<file path="src/hw/rtl/mrr_pkg.sv">
// Package with the shared sizes, codes, transaction types and slot helpers of the scheduler.
package mrr_pkg;

    localparam int QUEUE_DEPTH = 16;
    localparam int ID_BITS     = 8;
    localparam int LEVEL_COUNT = 5;

    localparam int POS_W   = (QUEUE_DEPTH > 1) ? $clog2(QUEUE_DEPTH) : 1;
    localparam int LEN_W   = $clog2(QUEUE_DEPTH + 1);
    localparam int LVL_W   = (LEVEL_COUNT > 1) ? $clog2(LEVEL_COUNT) : 1;
    localparam int SLOTS   = LEVEL_COUNT * QUEUE_DEPTH;
    localparam int ADDR_W  = $clog2(SLOTS);
    localparam int TOTAL_W = $clog2(SLOTS + 1);
    localparam int SUM_W   = LEN_W + 2;

    localparam logic [1:0] REQ_ENQUEUE = 2'd0;
    localparam logic [1:0] REQ_REMOVE  = 2'd1;
    localparam logic [1:0] REQ_SELECT  = 2'd2;

    localparam logic [1:0] STATUS_OK        = 2'd0;
    localparam logic [1:0] STATUS_INVALID   = 2'd1;
    localparam logic [1:0] STATUS_NOT_FOUND = 2'd2;
    localparam logic [1:0] STATUS_FULL      = 2'd3;

    typedef struct packed {
        logic [1:0] req_type;
        logic [7:0] task_id;
        logic [2:0] task_priority;
        logic       task_ready;
        logic       ignore_state;
    } req_t;

    typedef struct packed {
        logic [1:0] status;
        logic       selected_valid;
        logic [7:0] selected_id;
        logic [6:0] total_count;
    } res_t;

    typedef struct packed {
        logic               wr_en;
        logic [ADDR_W-1:0]  wr_addr;
        logic [ID_BITS-1:0] wr_data;
        logic               rd_en;
        logic [ADDR_W-1:0]  rd_addr;
    } mem_req_t;

    typedef enum logic [2:0] {
        ST_IDLE,
        ST_DISPATCH,
        ST_SCAN,
        ST_COPY,
        ST_SELECT,
        ST_DONE
    } state_t;

    // Ring position base + off, where off stays below twice the depth.
    function automatic logic [POS_W-1:0] pos_wrap(logic [POS_W-1:0] base,
                                                  logic [LEN_W:0] off);
        logic [SUM_W-1:0] s;
        s = SUM_W'(base) + SUM_W'(off);
        if (s >= SUM_W'(QUEUE_DEPTH)) begin
            s = s - SUM_W'(QUEUE_DEPTH);
        end
        if (s >= SUM_W'(QUEUE_DEPTH)) begin
            s = s - SUM_W'(QUEUE_DEPTH);
        end
        return POS_W'(s);
    endfunction

    function automatic logic [ADDR_W-1:0] slot_addr(logic [LVL_W-1:0] lvl,
                                                    logic [POS_W-1:0] pos);
        return ADDR_W'(ADDR_W'(lvl) * ADDR_W'(QUEUE_DEPTH) + ADDR_W'(pos));
    endfunction

endpackage

</file>
<file path="src/hw/rtl/mrr_slot_ram.sv">
// Slot memory holding the task ids of all ring queues, one write and one registered read port.
module mrr_slot_ram (
    input  logic                        aclk,
    input  mrr_pkg::mem_req_t           mem_req,
    output logic [mrr_pkg::ID_BITS-1:0] rd_data
);

    logic [mrr_pkg::ID_BITS-1:0] mem [mrr_pkg::SLOTS];

    always_ff @(posedge aclk) begin
        if (mem_req.wr_en) begin
            mem[mem_req.wr_addr] <= mem_req.wr_data;
        end
    end

    always_ff @(posedge aclk) begin
        if (mem_req.rd_en) begin
            rd_data <= mem[mem_req.rd_addr];
        end
    end

endmodule

</file>
<file path="src/hw/rtl/mrr_ctrl.sv">
// Sequencer that runs enqueue, remove and select against the slot memory and the queue pointers.
module mrr_ctrl (
    input  logic                        aclk,
    input  logic                        aresetn,
    input  logic                        s_valid,
    output logic                        s_ready,
    input  mrr_pkg::req_t               s_data,
    output logic                        res_valid,
    input  logic                        res_ready,
    output mrr_pkg::res_t               result,
    output mrr_pkg::mem_req_t           mem_req,
    input  logic [mrr_pkg::ID_BITS-1:0] rd_data
);

    localparam int POS_W = mrr_pkg::POS_W;
    localparam int LEN_W = mrr_pkg::LEN_W;
    localparam int LVL_W = mrr_pkg::LVL_W;
    localparam int LVLS  = mrr_pkg::LEVEL_COUNT;

    mrr_pkg::state_t state_reg, state_next;
    mrr_pkg::req_t   req_reg, req_next;

    logic [POS_W-1:0] heads_reg [LVLS];
    logic [POS_W-1:0] heads_next [LVLS];
    logic [LEN_W-1:0] lens_reg [LVLS];
    logic [LEN_W-1:0] lens_next [LVLS];

    logic [LVL_W-1:0]            lvl_reg, lvl_next;
    logic [LEN_W-1:0]            idx_reg, idx_next;
    logic [LEN_W-1:0]            k_reg, k_next;
    logic [1:0]                  status_reg, status_next;
    logic                        sel_valid_reg, sel_valid_next;
    logic [mrr_pkg::ID_BITS-1:0] sel_id_reg, sel_id_next;
    logic [mrr_pkg::TOTAL_W-1:0] total_reg, total_next;

    logic                        prio_ok, chk_enq, chk_rem;
    logic [LVL_W-1:0]            lvl_in, sel_lvl, disp_lvl, cur_lvl;
    logic                        sel_found;
    logic [POS_W-1:0]            cur_head;
    logic [LEN_W-1:0]            cur_len;
    logic [mrr_pkg::ID_BITS-1:0] cur_id;
    logic                        scan_match, scan_last, copy_last, disp_scan;
    logic [LEN_W:0]              idx_plus1;

    assign prio_ok = (req_reg.task_priority != 3'd0) &&
                     ({1'b0, req_reg.task_priority} <= 4'(LVLS));
    assign lvl_in  = LVL_W'(req_reg.task_priority - 3'd1);
    assign chk_enq = prio_ok && (req_reg.task_ready || req_reg.ignore_state);
    assign chk_rem = prio_ok && (!req_reg.task_ready || req_reg.ignore_state);
    assign cur_id  = mrr_pkg::ID_BITS'(req_reg.task_id);

    // The highest non-empty level wins.
    always_comb begin
        sel_found = 1'b0;
        sel_lvl   = '0;
        for (int l = 0; l < LVLS; l++) begin
            if (lens_reg[l] != '0) begin
                sel_found = 1'b1;
                sel_lvl   = LVL_W'(l);
            end
        end
    end

    assign disp_lvl = (req_reg.req_type == mrr_pkg::REQ_SELECT) ? sel_lvl : lvl_in;
    assign cur_lvl  = (state_reg == mrr_pkg::ST_DISPATCH) ? disp_lvl : lvl_reg;
    assign cur_head = heads_reg[cur_lvl];
    assign cur_len  = lens_reg[cur_lvl];

    assign idx_plus1  = {1'b0, idx_reg} + (LEN_W + 1)'(1);
    assign scan_match = (rd_data == cur_id);
    assign scan_last  = (idx_plus1 == {1'b0, cur_len});
    assign copy_last  = (idx_plus1 == {1'b0, k_reg});
    assign disp_scan  = chk_rem && (cur_len != '0);

    always_comb begin
        state_next = state_reg;
        case (state_reg)
            mrr_pkg::ST_IDLE: begin
                if (s_valid) begin
                    state_next = mrr_pkg::ST_DISPATCH;
                end
            end
            mrr_pkg::ST_DISPATCH: begin
                state_next = mrr_pkg::ST_DONE;
                if ((req_reg.req_type == mrr_pkg::REQ_REMOVE) && disp_scan) begin
                    state_next = mrr_pkg::ST_SCAN;
                end
                if ((req_reg.req_type == mrr_pkg::REQ_SELECT) && sel_found) begin
                    state_next = mrr_pkg::ST_SELECT;
                end
            end
            mrr_pkg::ST_SCAN: begin
                if (scan_match) begin
                    state_next = (idx_reg == '0) ? mrr_pkg::ST_DONE : mrr_pkg::ST_COPY;
                end else if (scan_last) begin
                    state_next = mrr_pkg::ST_DONE;
                end
            end
            mrr_pkg::ST_COPY: begin
                if (copy_last) begin
                    state_next = mrr_pkg::ST_DONE;
                end
            end
            mrr_pkg::ST_SELECT: begin
                state_next = mrr_pkg::ST_DONE;
            end
            mrr_pkg::ST_DONE: begin
                if (res_ready) begin
                    state_next = mrr_pkg::ST_IDLE;
                end
            end
            default: begin
                state_next = mrr_pkg::ST_IDLE;
            end
        endcase
    end

    always_comb begin
        req_next       = req_reg;
        heads_next     = heads_reg;
        lens_next      = lens_reg;
        lvl_next       = lvl_reg;
        idx_next       = idx_reg;
        k_next         = k_reg;
        status_next    = status_reg;
        sel_valid_next = sel_valid_reg;
        sel_id_next    = sel_id_reg;
        total_next     = total_reg;
        mem_req        = '0;
        s_ready        = 1'b0;
        res_valid      = 1'b0;

        case (state_reg)
            mrr_pkg::ST_IDLE: begin
                s_ready = 1'b1;
                if (s_valid) begin
                    req_next = s_data;
                end
            end
            mrr_pkg::ST_DISPATCH: begin
                lvl_next       = disp_lvl;
                sel_valid_next = 1'b0;
                sel_id_next    = '0;
                status_next    = mrr_pkg::STATUS_INVALID;
                idx_next       = '0;
                case (req_reg.req_type)
                    mrr_pkg::REQ_ENQUEUE: begin
                        if (chk_enq) begin
                            if (cur_len == LEN_W'(mrr_pkg::QUEUE_DEPTH)) begin
                                status_next = mrr_pkg::STATUS_FULL;
                            end else begin
                                mem_req.wr_en   = 1'b1;
                                mem_req.wr_addr = mrr_pkg::slot_addr(disp_lvl,
                                    mrr_pkg::pos_wrap(cur_head, {1'b0, cur_len}));
                                mem_req.wr_data = cur_id;
                                lens_next[disp_lvl] = cur_len + LEN_W'(1);
                                total_next  = total_reg + mrr_pkg::TOTAL_W'(1);
                                status_next = mrr_pkg::STATUS_OK;
                            end
                        end
                    end
                    mrr_pkg::REQ_REMOVE: begin
                        if (chk_rem) begin
                            if (cur_len == '0) begin
                                status_next = mrr_pkg::STATUS_NOT_FOUND;
                            end else begin
                                mem_req.rd_en   = 1'b1;
                                mem_req.rd_addr = mrr_pkg::slot_addr(disp_lvl, cur_head);
                            end
                        end
                    end
                    mrr_pkg::REQ_SELECT: begin
                        if (sel_found) begin
                            mem_req.rd_en   = 1'b1;
                            mem_req.rd_addr = mrr_pkg::slot_addr(disp_lvl, cur_head);
                        end else begin
                            status_next = mrr_pkg::STATUS_NOT_FOUND;
                        end
                    end
                    default: begin
                        status_next = mrr_pkg::STATUS_INVALID;
                    end
                endcase
            end
            mrr_pkg::ST_SCAN: begin
                // The read data is entry idx of the level; the next read is issued ahead.
                if (scan_match) begin
                    k_next = idx_reg;
                    if (idx_reg == '0) begin
                        heads_next[lvl_reg] = mrr_pkg::pos_wrap(cur_head, (LEN_W + 1)'(1));
                        lens_next[lvl_reg]  = cur_len - LEN_W'(1);
                        total_next  = total_reg - mrr_pkg::TOTAL_W'(1);
                        status_next = mrr_pkg::STATUS_OK;
                    end else begin
                        idx_next        = '0;
                        mem_req.rd_en   = 1'b1;
                        mem_req.rd_addr = mrr_pkg::slot_addr(lvl_reg, cur_head);
                    end
                end else if (scan_last) begin
                    status_next = mrr_pkg::STATUS_NOT_FOUND;
                end else begin
                    idx_next        = LEN_W'(idx_plus1);
                    mem_req.rd_en   = 1'b1;
                    mem_req.rd_addr = mrr_pkg::slot_addr(lvl_reg,
                        mrr_pkg::pos_wrap(cur_head, idx_plus1));
                end
            end
            mrr_pkg::ST_COPY: begin
                // Entries ahead of the match move, in order, behind the tail.
                mem_req.wr_en   = 1'b1;
                mem_req.wr_addr = mrr_pkg::slot_addr(lvl_reg,
                    mrr_pkg::pos_wrap(cur_head, {1'b0, cur_len} + {1'b0, idx_reg}));
                mem_req.wr_data = rd_data;
                if (copy_last) begin
                    heads_next[lvl_reg] = mrr_pkg::pos_wrap(cur_head,
                        {1'b0, k_reg} + (LEN_W + 1)'(1));
                    lens_next[lvl_reg]  = cur_len - LEN_W'(1);
                    total_next  = total_reg - mrr_pkg::TOTAL_W'(1);
                    status_next = mrr_pkg::STATUS_OK;
                end else begin
                    idx_next        = LEN_W'(idx_plus1);
                    mem_req.rd_en   = 1'b1;
                    mem_req.rd_addr = mrr_pkg::slot_addr(lvl_reg,
                        mrr_pkg::pos_wrap(cur_head, idx_plus1));
                end
            end
            mrr_pkg::ST_SELECT: begin
                mem_req.wr_en   = 1'b1;
                mem_req.wr_addr = mrr_pkg::slot_addr(lvl_reg,
                    mrr_pkg::pos_wrap(cur_head, {1'b0, cur_len}));
                mem_req.wr_data = rd_data;
                heads_next[lvl_reg] = mrr_pkg::pos_wrap(cur_head, (LEN_W + 1)'(1));
                sel_valid_next = 1'b1;
                sel_id_next    = rd_data;
                status_next    = mrr_pkg::STATUS_OK;
            end
            mrr_pkg::ST_DONE: begin
                res_valid = 1'b1;
            end
            default: begin
                s_ready = 1'b0;
            end
        endcase
    end

    assign result.status         = status_reg;
    assign result.selected_valid = sel_valid_reg;
    assign result.selected_id    = 8'(sel_id_reg);
    assign result.total_count    = 7'(total_reg);

    always_ff @(posedge aclk) begin
        if (!aresetn) begin
            state_reg <= mrr_pkg::ST_IDLE;
            total_reg <= '0;
            for (int l = 0; l < LVLS; l++) begin
                heads_reg[l] <= '0;
                lens_reg[l]  <= '0;
            end
        end else begin
            state_reg  <= state_next;
            total_reg  <= total_next;
            heads_reg  <= heads_next;
            lens_reg   <= lens_next;
        end
    end

    always_ff @(posedge aclk) begin
        req_reg       <= req_next;
        lvl_reg       <= lvl_next;
        idx_reg       <= idx_next;
        k_reg         <= k_next;
        status_reg    <= status_next;
        sel_valid_reg <= sel_valid_next;
        sel_id_reg    <= sel_id_next;
    end

endmodule

</file>
<file path="src/hw/rtl/multilevel_round_robin_scheduler_core.sv">
// Top level of the multilevel priority round-robin scheduler with its result register.
// An accepted request passes the dispatch state, then the select state for a select, or for a
// removal the scan of its level entry by entry and the copy of the entries ahead of the match,
// then the done state and the output register. One transaction is processed at a time, and a
// removal takes longer the deeper the id lies in its level, or the longer the level when absent.
// Reset is synchronous and active low: queue heads, lengths, the total count, the sequencer state
// and the output valid clear; the slot memory is not cleared, since only written entries are ever read.
module multilevel_round_robin_scheduler_core (
    input  logic          aclk,
    input  logic          aresetn,
    input  logic          s_valid,
    output logic          s_ready,
    input  mrr_pkg::req_t s_data,
    output logic          m_valid,
    input  logic          m_ready,
    output mrr_pkg::res_t m_data
);

    // Memory request and read data between the sequencer and the slot memory.
    mrr_pkg::mem_req_t           mem_req;
    logic [mrr_pkg::ID_BITS-1:0] rd_data;

    // Finished result from the sequencer, waiting for the output register.
    logic          res_valid;
    logic          res_ready;
    mrr_pkg::res_t result;

    logic          m_valid_reg, m_valid_next;
    mrr_pkg::res_t m_data_reg, m_data_next;

    mrr_slot_ram u_ram (
        .aclk    (aclk),
        .mem_req (mem_req),
        .rd_data (rd_data)
    );

    mrr_ctrl u_ctrl (
        .aclk      (aclk),
        .aresetn   (aresetn),
        .s_valid   (s_valid),
        .s_ready   (s_ready),
        .s_data    (s_data),
        .res_valid (res_valid),
        .res_ready (res_ready),
        .result    (result),
        .mem_req   (mem_req),
        .rd_data   (rd_data)
    );

    // The output register separates the two sides: the sequencer hands over its result and
    // returns to accept the next transaction while this one still waits for m_ready.
    assign res_ready = !m_valid_reg || m_ready;

    always_comb begin
        m_valid_next = m_valid_reg;
        m_data_next  = m_data_reg;
        if (m_valid_reg && m_ready) begin
            m_valid_next = 1'b0;
        end
        if (res_valid && res_ready) begin
            m_valid_next = 1'b1;
            m_data_next  = result;
        end
    end

    always_ff @(posedge aclk) begin
        if (!aresetn) begin
            m_valid_reg <= 1'b0;
        end else begin
            m_valid_reg <= m_valid_next;
        end
    end

    always_ff @(posedge aclk) begin
        m_data_reg <= m_data_next;
    end

    assign m_valid = m_valid_reg;
    assign m_data  = m_data_reg;

endmodule

</file>
<file path="config.mk">
export PLATFORM = sky130hd
export DESIGN_NAME = multilevel_round_robin_scheduler_core
export DESIGN_NICKNAME = d
export VERILOG_FILES = /design/src/hw/rtl/mrr_pkg.sv /design/src/hw/rtl/mrr_slot_ram.sv /design/src/hw/rtl/mrr_ctrl.sv /design/src/hw/rtl/multilevel_round_robin_scheduler_core.sv
export SDC_FILE = /design/constraint.sdc
export NUM_CORES = 1
export LEC_CHECK = 0
export BUFFER_PORTS_ARGS = -buffer_cell sky130_fd_sc_hd__buf_2
export CORE_AREA = 2 2 248 250
export DETAILED_ROUTE_END_ITERATION = 12
export DIE_AREA = 0 0 250 252
export GPL_TIMING_DRIVEN = 0
export PLACE_DENSITY_LB_ADDON = 0.1
export SLEW_MARGIN = 20
export SYNTH_ARGS = -nofsm -noshare
export SYNTH_HDL_FRONTEND = slang
export SYNTH_SLANG_ARGS = --single-unit
</file>
<file path="constraint.sdc">
create_clock -name aclk -period 5.55 [get_ports aclk]
set_input_delay 0.555 -clock aclk [delete_from_list [all_inputs] [get_ports aclk]]
set_output_delay 0.555 -clock aclk [all_outputs]
set_load 0.01 [all_outputs]
</file>
==> results of run 1 <==
per-layer routing:
metal	vias to the layer above	GRT usage	share of wire
met1	12228	0.4666	0.38
met4	0	0.1627	0.055
met5	-	0	0
met2	1774	0.5168	0.44
met3	371	0.08346	0.12
li1	10584	-	-
placed cells by master, fill, tap and decap left out, types with 15 or more instances in the layout:
cell,n
buf_2,53
clkinv_1,24
xnor2_1,24
a21oi_1,91
nor2_4,85
clkinv_2,17
edfxtp_1,702
buf_4,97
and2_1,15
a22oi_1,40
a211oi_1,17
o21ai_0,48
buf_12,52
dfxtp_1,59
ha_1,24
buf_6,30
nor2b_1,39
nand2_1,502
xor2_1,15
a31oi_1,18
a21oi_2,15
and3_1,48
nor2_1,113
mux2i_1,89
clkbuf_16,84
clkbuf_4,20
o21ai_1,16
o22ai_1,31
clkbuf_1,37
nand3_1,155
inv_1,23
kinds of logic (layout without fill, tap and decap cells):
| group | count (synthesis) | count (layout) | share of synthesized area |
|---|---|---|---|
| AOI/OAI and AO/OA | 486 | 486 | 0.1027 |
| xor gates and xnor gates | 43 | 43 | 0.01129 |
| adders and majority gates | 34 | 34 | 0.01381 |
| buffers and inverters | 172 | 483 | 0.02495 |
| DFF | 761 | 761 | 0.6675 |
| muxes | 106 | 106 | 0.03208 |
| other | 0 | 1 | 0 |
| and+or+nand+nor | 1097 | 1097 | 0.1477 |
stage by stage:
step                      std cells  utilization  TNS (ns)  hold slack (ns)
after floorplan                2699            -         0           0.4003
after global placement         3518       0.5740  -1673.98           0.4051
after detailed placement       3526       0.5786   -723.90           0.4045
after CTS                      3755       0.6676   -0.1073          0.06043
after global routing           3792       0.6842    -23.14          0.07120
final                          3793       0.6842  -0.08706          0.09330
worst reg2reg max path, cell delays in order, from the launching register on:
cell,delay (ns)
dfxtp_1,0.38
nor3b_4,0.56
nor2_1,0.20
a21o_1,0.24
nor2_4,0.17
buf_4,0.14
buf_4,0.10
mux2i_1,0.08
a22oi_2,0.19
buf_4,0.15
ha_2,0.18
nor4b_4,0.29
nand4_1,0.13
buf_4,0.19
buf_4,0.14
a31oi_2,0.44
clkbuf_1,0.56
a22oi_1,0.16
a22oi_1,0.24
nand3_1,0.15
a32oi_1,0.25
nand3_2,0.16
o211ai_1,0.26
where the power goes:
part | total, mW | internal (mW) | switching (mW)
logic | 1.76 | 0.580 | 1.18
registers | 6.50 | 6.44 | 0.0657
clock network | 5.29 | 3.01 | 2.28
area by class of cell:
class / count / area share
Tap cell: 782 / 0.02378
Inverter: 30 / 0.002859
Buffer: 140 / 0.02743
Antenna cell: 1 / 0.00006082
Clock buffer: 98 / 0.05237
Clock inverter: 54 / 0.01016
Sequential cell: 761 / 0.5411
Timing Repair Buffer: 161 / 0.04534
Multi-Input combinational cell: 1766 / 0.2970
what timing repair did:
action                                  4_1_cts  5_1_grt
endpoints found under the setup margin      648      650
gates cloned                                  0        0
gates resized for setup                     442      141
setup buffers                                78       38
pin swaps                                    65       46
hold buffers                                  0        0
worst min path at each step:
stage / depth (start not counted) / from / slack (ns) / to
2_1_floorplan: 0 / u_ctrl.sel_id_reg[3] / 0.40 / m_data[10]
3_3_place_gp: 0 / u_ctrl.sel_id_reg[0] / 0.41 / m_data[7]
3_5_place_dp: 0 / u_ctrl.sel_id_reg[3] / 0.40 / m_data[10]
4_1_cts: 1 / s_data[12] / 0.06 / u_ctrl.cur_id[7]
5_1_grt: 1 / s_data[5] / 0.07 / u_ctrl.cur_id[0]
6_report: 1 / s_data[12] / 0.09 / u_ctrl.cur_id[7]
==> metrics.txt, run 1 <==
Top FF cell, synth=edfxtp_1; Max clock buf depth=3; CP peak stage delay=0.56 ns; H-tree depth=3; cells along the critical path=nor3b_4, nor2_1, a21o_1, nor2_4, buf_4, buf_4, mux2i_1, a22oi_2, buf_4, ha_2, nor4b_4, nand4_1, buf_4, buf_4, a31oi_2, clkbuf_1, a22oi_1, a22oi_1, nand3_1, a32oi_1, nand3_2, o211ai_1; final wirelength=109100 um; Critical Path End=u_ram.rd_data[5]; Crit. path cell count=22; I/O pins=39; Max Slew Vio Count=0; gr ovfl total=0; critical path class=reg2reg; Final WS setup=-0.04280 ns; routed length per instance=between 20 and 30 um; number of flops mapped to enable cells by yosys=702; Port Buf Inserts=37; Avg Cell Area, Syn=~12 um2; first-pass GRT wire length=156000 um; Seq/Total Area, Yosys=0.6675; drc violations=0; Post-Syn Area=about 0.033 mm2; Place WS=-1.794 ns; Synth area leader=edfxtp_1; FF+latch count, synth=761; Die W=250 um; die footprint=0.06300 mm2; root buffer cell=clkbuf_16; WP data required=5.94 ns; Synthesized Nets=2751; CTS tree=done; CP bufs+invs=6; Fill cells=4180; kind of cell adding the most delay to the critical path=compound AO/OA/AOI/OAI gates; worst-skew pair later-pin latency=0.65 ns; Hold WC Path Type=in2reg; First-pass DRT Iterations=6; number of global-route vias before repair=23558; Final Hold Viols=0; core area=0.06013 mm2; Crit Path Max Fanout=10; 1st-iter DRT viols=3802; ys async rst share=0; largest net degree at the start of global routing=81; NumNets Final=2994; cell area power density=between 300 and 400 mW/mm2; Peak VDD IR=0.0003186 V; clock sinks=761; top cells by count, synth=702 x edfxtp_1, 522 x nand2_1, 204 x nor2_1; unrepaired setup endpoints after global routing=true; crit path time final=~5.6 ns; DR vias=24957; max reg flops=640; Tightest Pin Transition=approximately 1.1 ns; Final Cycle Share=1.008; antenna viol nets, final=0; antenna violations before repair=2; Placed Area=0.03479 mm2; LEAKAGE=14.48 nW; Critical Path Start=u_ctrl.state_reg[2]; post-route cell area=0.04114 mm2; crit path max-delay cell type=nor3b_4; area of the multi-input gates=around 0.012 mm2; Worst setup EP type=flip-flop; max-cap violation count=0; count leader, synth=edfxtp_1; fraction of layout cells with a size suffix above 1=0.2346; Post-Syn Instances=2699; slew margin rel.=0.2891; starting utilization of the core area=0.5546; data arrival time of the critical path=5.99 ns; Row Count=90; crit path launch type=flip-flop; Total GRT Usage=0.3411; top post-synthesis cells by area=edfxtp_1 63%, nand2_1 5.9%, dfxtp_1 3.5%; register clock-pin slew on the reported worst setup and hold paths=roughly 0.060 ns; max frequency=~180 MHz; total power=13.55 mW; outcome=finished, violations left; worst r2r dst=u_ram.rd_data[5]; routability cong.=0.9757; Vias/cell=6.580; reg2reg path depth=22; Worst R2R Setup Slack=-0.04 ns; top-area cell type share of the netlist area=0.6321; DP Wirelength=about 74000 um; Worst R2R Start=u_ctrl.state_reg[2]; Synth warnings=0; Die Span Y=252 um; total CTS buffers=82; failing checks=setup timing; area delta synth->final=23.36%; count of unique library cells instantiated by Yosys=92; sequential cell area=between 0.02 and 0.025 mm2; final setup violation count=4; CP dominant cell by count=buf_4; clk_skew=0.02341 ns
No activity file was read; power rests on OpenSTA's default activity.
==> run 2: changes to the inputs <==
--- a/config.mk
+++ b/config.mk
@@ -7,10 +7,11 @@
 export LEC_CHECK = 0
 export BUFFER_PORTS_ARGS = -buffer_cell sky130_fd_sc_hd__buf_2
 export CORE_AREA = 2 2 248 250
+export CTS_CLUSTER_DIAMETER = 50
 export DETAILED_ROUTE_END_ITERATION = 12
 export DIE_AREA = 0 0 250 252
 export GPL_TIMING_DRIVEN = 0
-export PLACE_DENSITY_LB_ADDON = 0.1
+export PLACE_DENSITY_LB_ADDON = 0.15
 export SLEW_MARGIN = 20
 export SYNTH_ARGS = -nofsm -noshare
 export SYNTH_HDL_FRONTEND = slang
==> metrics.txt, run 2 (synthesis results as in run 1) <==
root buffer cell=clkbuf_16; worst r2r dst=u_ram.rd_data[0]; worst min-delay path startpoint=s_data[5]; Hold WC Path Type=in2reg; NumNets Final=3007 (+0.43%); core area=0.06013 mm2 (unchanged); Max Slew Vio Count=0 (unchanged); Port Buf Inserts=37 (unchanged); data arrival time of the critical path=6.01 ns (+0.02 ns); worst-skew pair later-pin latency=0.65 ns (about the same); Final Cycle Share=1.008 (about the same); cells along the critical path=inv_2, ha_2, buf_6, nor2b_4, nand2_4, a21o_4, nor2_4, buf_4, mux2i_1, a22oi_2, buf_4, mux2_4, or3_4, o21ai_2, nand2_1, o2bb2ai_2, nand2b_1, a221oi_2, nand3_2, o211ai_1; most common cell after layout, fill and taps aside=edfxtp_1; final core utilization=0.6909 (+0.006658); WP data required=5.96 ns (+0.02 ns); Worst setup EP type=flip-flop; CP peak stage delay=0.52 ns (-0.04 ns); first-pass GRT wire length=157800 um (+1.1%); max-cap violation count=0 (unchanged); crit path max-delay cell type=a221oi_2; final setup violation count=5 (+1); DP Wirelength=74060 um (+0.48%); Vias/cell=6.586 (about the same); reg2reg path depth=20 (-9.1%); clk_skew=0.03096 ns (+0.007550 ns); die footprint=0.06300 mm2 (unchanged); area delta synth->final=24.56%; Die W=250 um (unchanged); routability cong.=0.9835 (+0.80%); CP bufs+invs=4 (-2); top layer in use=met4; hold path depth=1 (unchanged); worst hold slack=0.08524 ns (-0.008063 ns); antenna violations before repair=2 (unchanged); gr ovfl total=0 (unchanged); Final Hold Viols=0 (unchanged); Worst R2R Start=u_ctrl.req_reg[13]; worst hold endpoint=u_ctrl.cur_id[0]; starting utilization of the core area=0.5546 (unchanged); Row Count=90 (unchanged); H-tree depth=3 (unchanged); routed length per instance=28.93 um (+0.62%); Total GRT Usage=0.3449 (+0.003805); Peak VDD IR=0.0002606 V (-18%); Die Span Y=252 um (unchanged); routed wl met3=14100 um (+4.3%); crit path time final=5.592 ns (-0.0006328 ns); antenna viol nets, final=0 (unchanged); register clock-pin slew on the reported worst setup and hold paths=0.06 ns (about the same); Tightest Pin Transition=1.202 ns (+0.1501 ns); Inserted Diodes=0 (-1); most frequent cells in the layout=702 x edfxtp_1, 502 x nand2_1, 148 x nand3_1; fraction of layout cells with a size suffix above 1=0.2425 (+0.007913); CP dominant cell by count=buf_4; Crit Path Max Fanout=8 (-2); critical path class=reg2reg; Max clock buf depth=3 (unchanged); kind of cell adding the most delay to the critical path=compound AO/OA/AOI/OAI gates; CTS tree=done; total CTS buffers=87 (+6.1%); DRT met1 WL=41580 um (+0.19%); total power=14.11 mW (+4.1%); Placed Area=0.03474 mm2 (-0.14%); 1st-iter DRT viols=3518 (-7.5%); LEAKAGE=14.71 nW (+1.6%); First-pass DRT Iterations=7 (+1); Post-Place Cells=3525 (-0.028%); drc violations=0 (unchanged); Worst R2R Setup Slack=-0.04 ns (about the same); slew margin rel.=0.1935 (-0.09558); largest net degree at the start of global routing=81 (unchanged); number of global-route vias before repair=23945 (+1.6%); post-route cell area=0.04154 mm2 (+0.97%); unrepaired setup endpoints after global routing=true; Final WS setup=-0.04217 ns (+0.0006328 ns); crit path launch type=flip-flop; clock sinks=761 (unchanged); final wirelength=110000 um (+0.83%); failing checks=setup timing; max reg flops=640 (unchanged); I/O pins=39 (unchanged); routed wl met2=48310 um (+0.61%); Finished Layout Cells=3801 (+0.21%); outcome=finished, violations left; cell area power density=339.5 mW/mm2 (+3.1%); DR vias=25034 (+0.31%); max frequency=178.8 MHz (about the same)
## run 2: how the worst max path moves through the flow
stage                            start               end  slack (ns)  depth (start not counted)
detailed placement  u_ctrl.req_reg[13]  u_ram.rd_data[1]       -2.03                         22
finish              u_ctrl.req_reg[13]  u_ram.rd_data[0]       -0.04                         20
floorplan           u_ctrl.req_reg[13]  u_ram.mem[12][0]        0.06                         25
CTS                 u_ctrl.req_reg[13]  u_ram.mem[30][3]       -0.03                         23
global placement    u_ctrl.req_reg[13]  u_ram.rd_data[1]       -1.94                         22
global route        u_ctrl.req_reg[13]  u_ram.rd_data[4]       -0.12                         25
## run 2: worst register-to-register path, cell delays in order (launching register included)
cell	delay [ns]
edfxtp_1	0.43
inv_2	0.09
ha_2	0.18
buf_6	0.13
nor2b_4	0.20
nand2_4	0.09
a21o_4	0.26
nor2_4	0.15
buf_4	0.15
mux2i_1	0.08
a22oi_2	0.34
buf_4	0.20
mux2_4	0.31
or3_4	0.44
o21ai_2	0.35
nand2_1	0.25
o2bb2ai_2	0.27
nand2b_1	0.50
a221oi_2	0.53
nand3_2	0.20
o211ai_1	0.23
## run 2: area by class of cell
| type | count | area (um2) |
|---|---|---|
| fill | 4136 | 18590 |
| tap | 782 | 978.4 |
| clock buffer | 110 | 2306 |
| buffer | 139 | 1201 |
| multi-input combinational | 1766 | 12290 |
| sequential | 761 | 22270 |
| clock inverter | 43 | 549.3 |
| inverter | 30 | 118.9 |
| timing repair buffer | 170 | 1836 |
## run 2: where the power goes
part           total (mW)  switching (mW)  leakage, nW  internal, mW
Combinational        1.82            1.20         6.44         0.623
Sequential           6.50          0.0643         6.89          6.44
Clock                5.78            2.32         1.38          3.47
Total                14.1            3.58         14.7          10.5
## run 2: routing by layer
metal  GRT usage  up-vias
met4      0.1774        0
met1      0.4664    12324
met3     0.09192      336
met5           0        -
met2      0.5171     1784
li1            -    10590
## run 2: repair_timing
item                                    4_1_cts  5_1_grt
pin swaps                                    76       71
setup buffers                                79       47
resized for setup                           456      160
endpoints found under the setup margin      649      649
hold buffers                                  0        0
## run 2: per-stage QoR
| stage | TNS [ns] | setup slack (ns) |
|---|---|---|
| 3_5_place_dp | -784.92 | -2.030 |
| 6_report | -0.07532 | -0.04217 |
| 4_1_cts | -0.4739 | -0.03259 |
| 2_1_floorplan | 0 | 0.06290 |
| 3_3_place_gp | -1648.73 | -1.944 |
| 5_1_grt | -1.340 | -0.1190 |
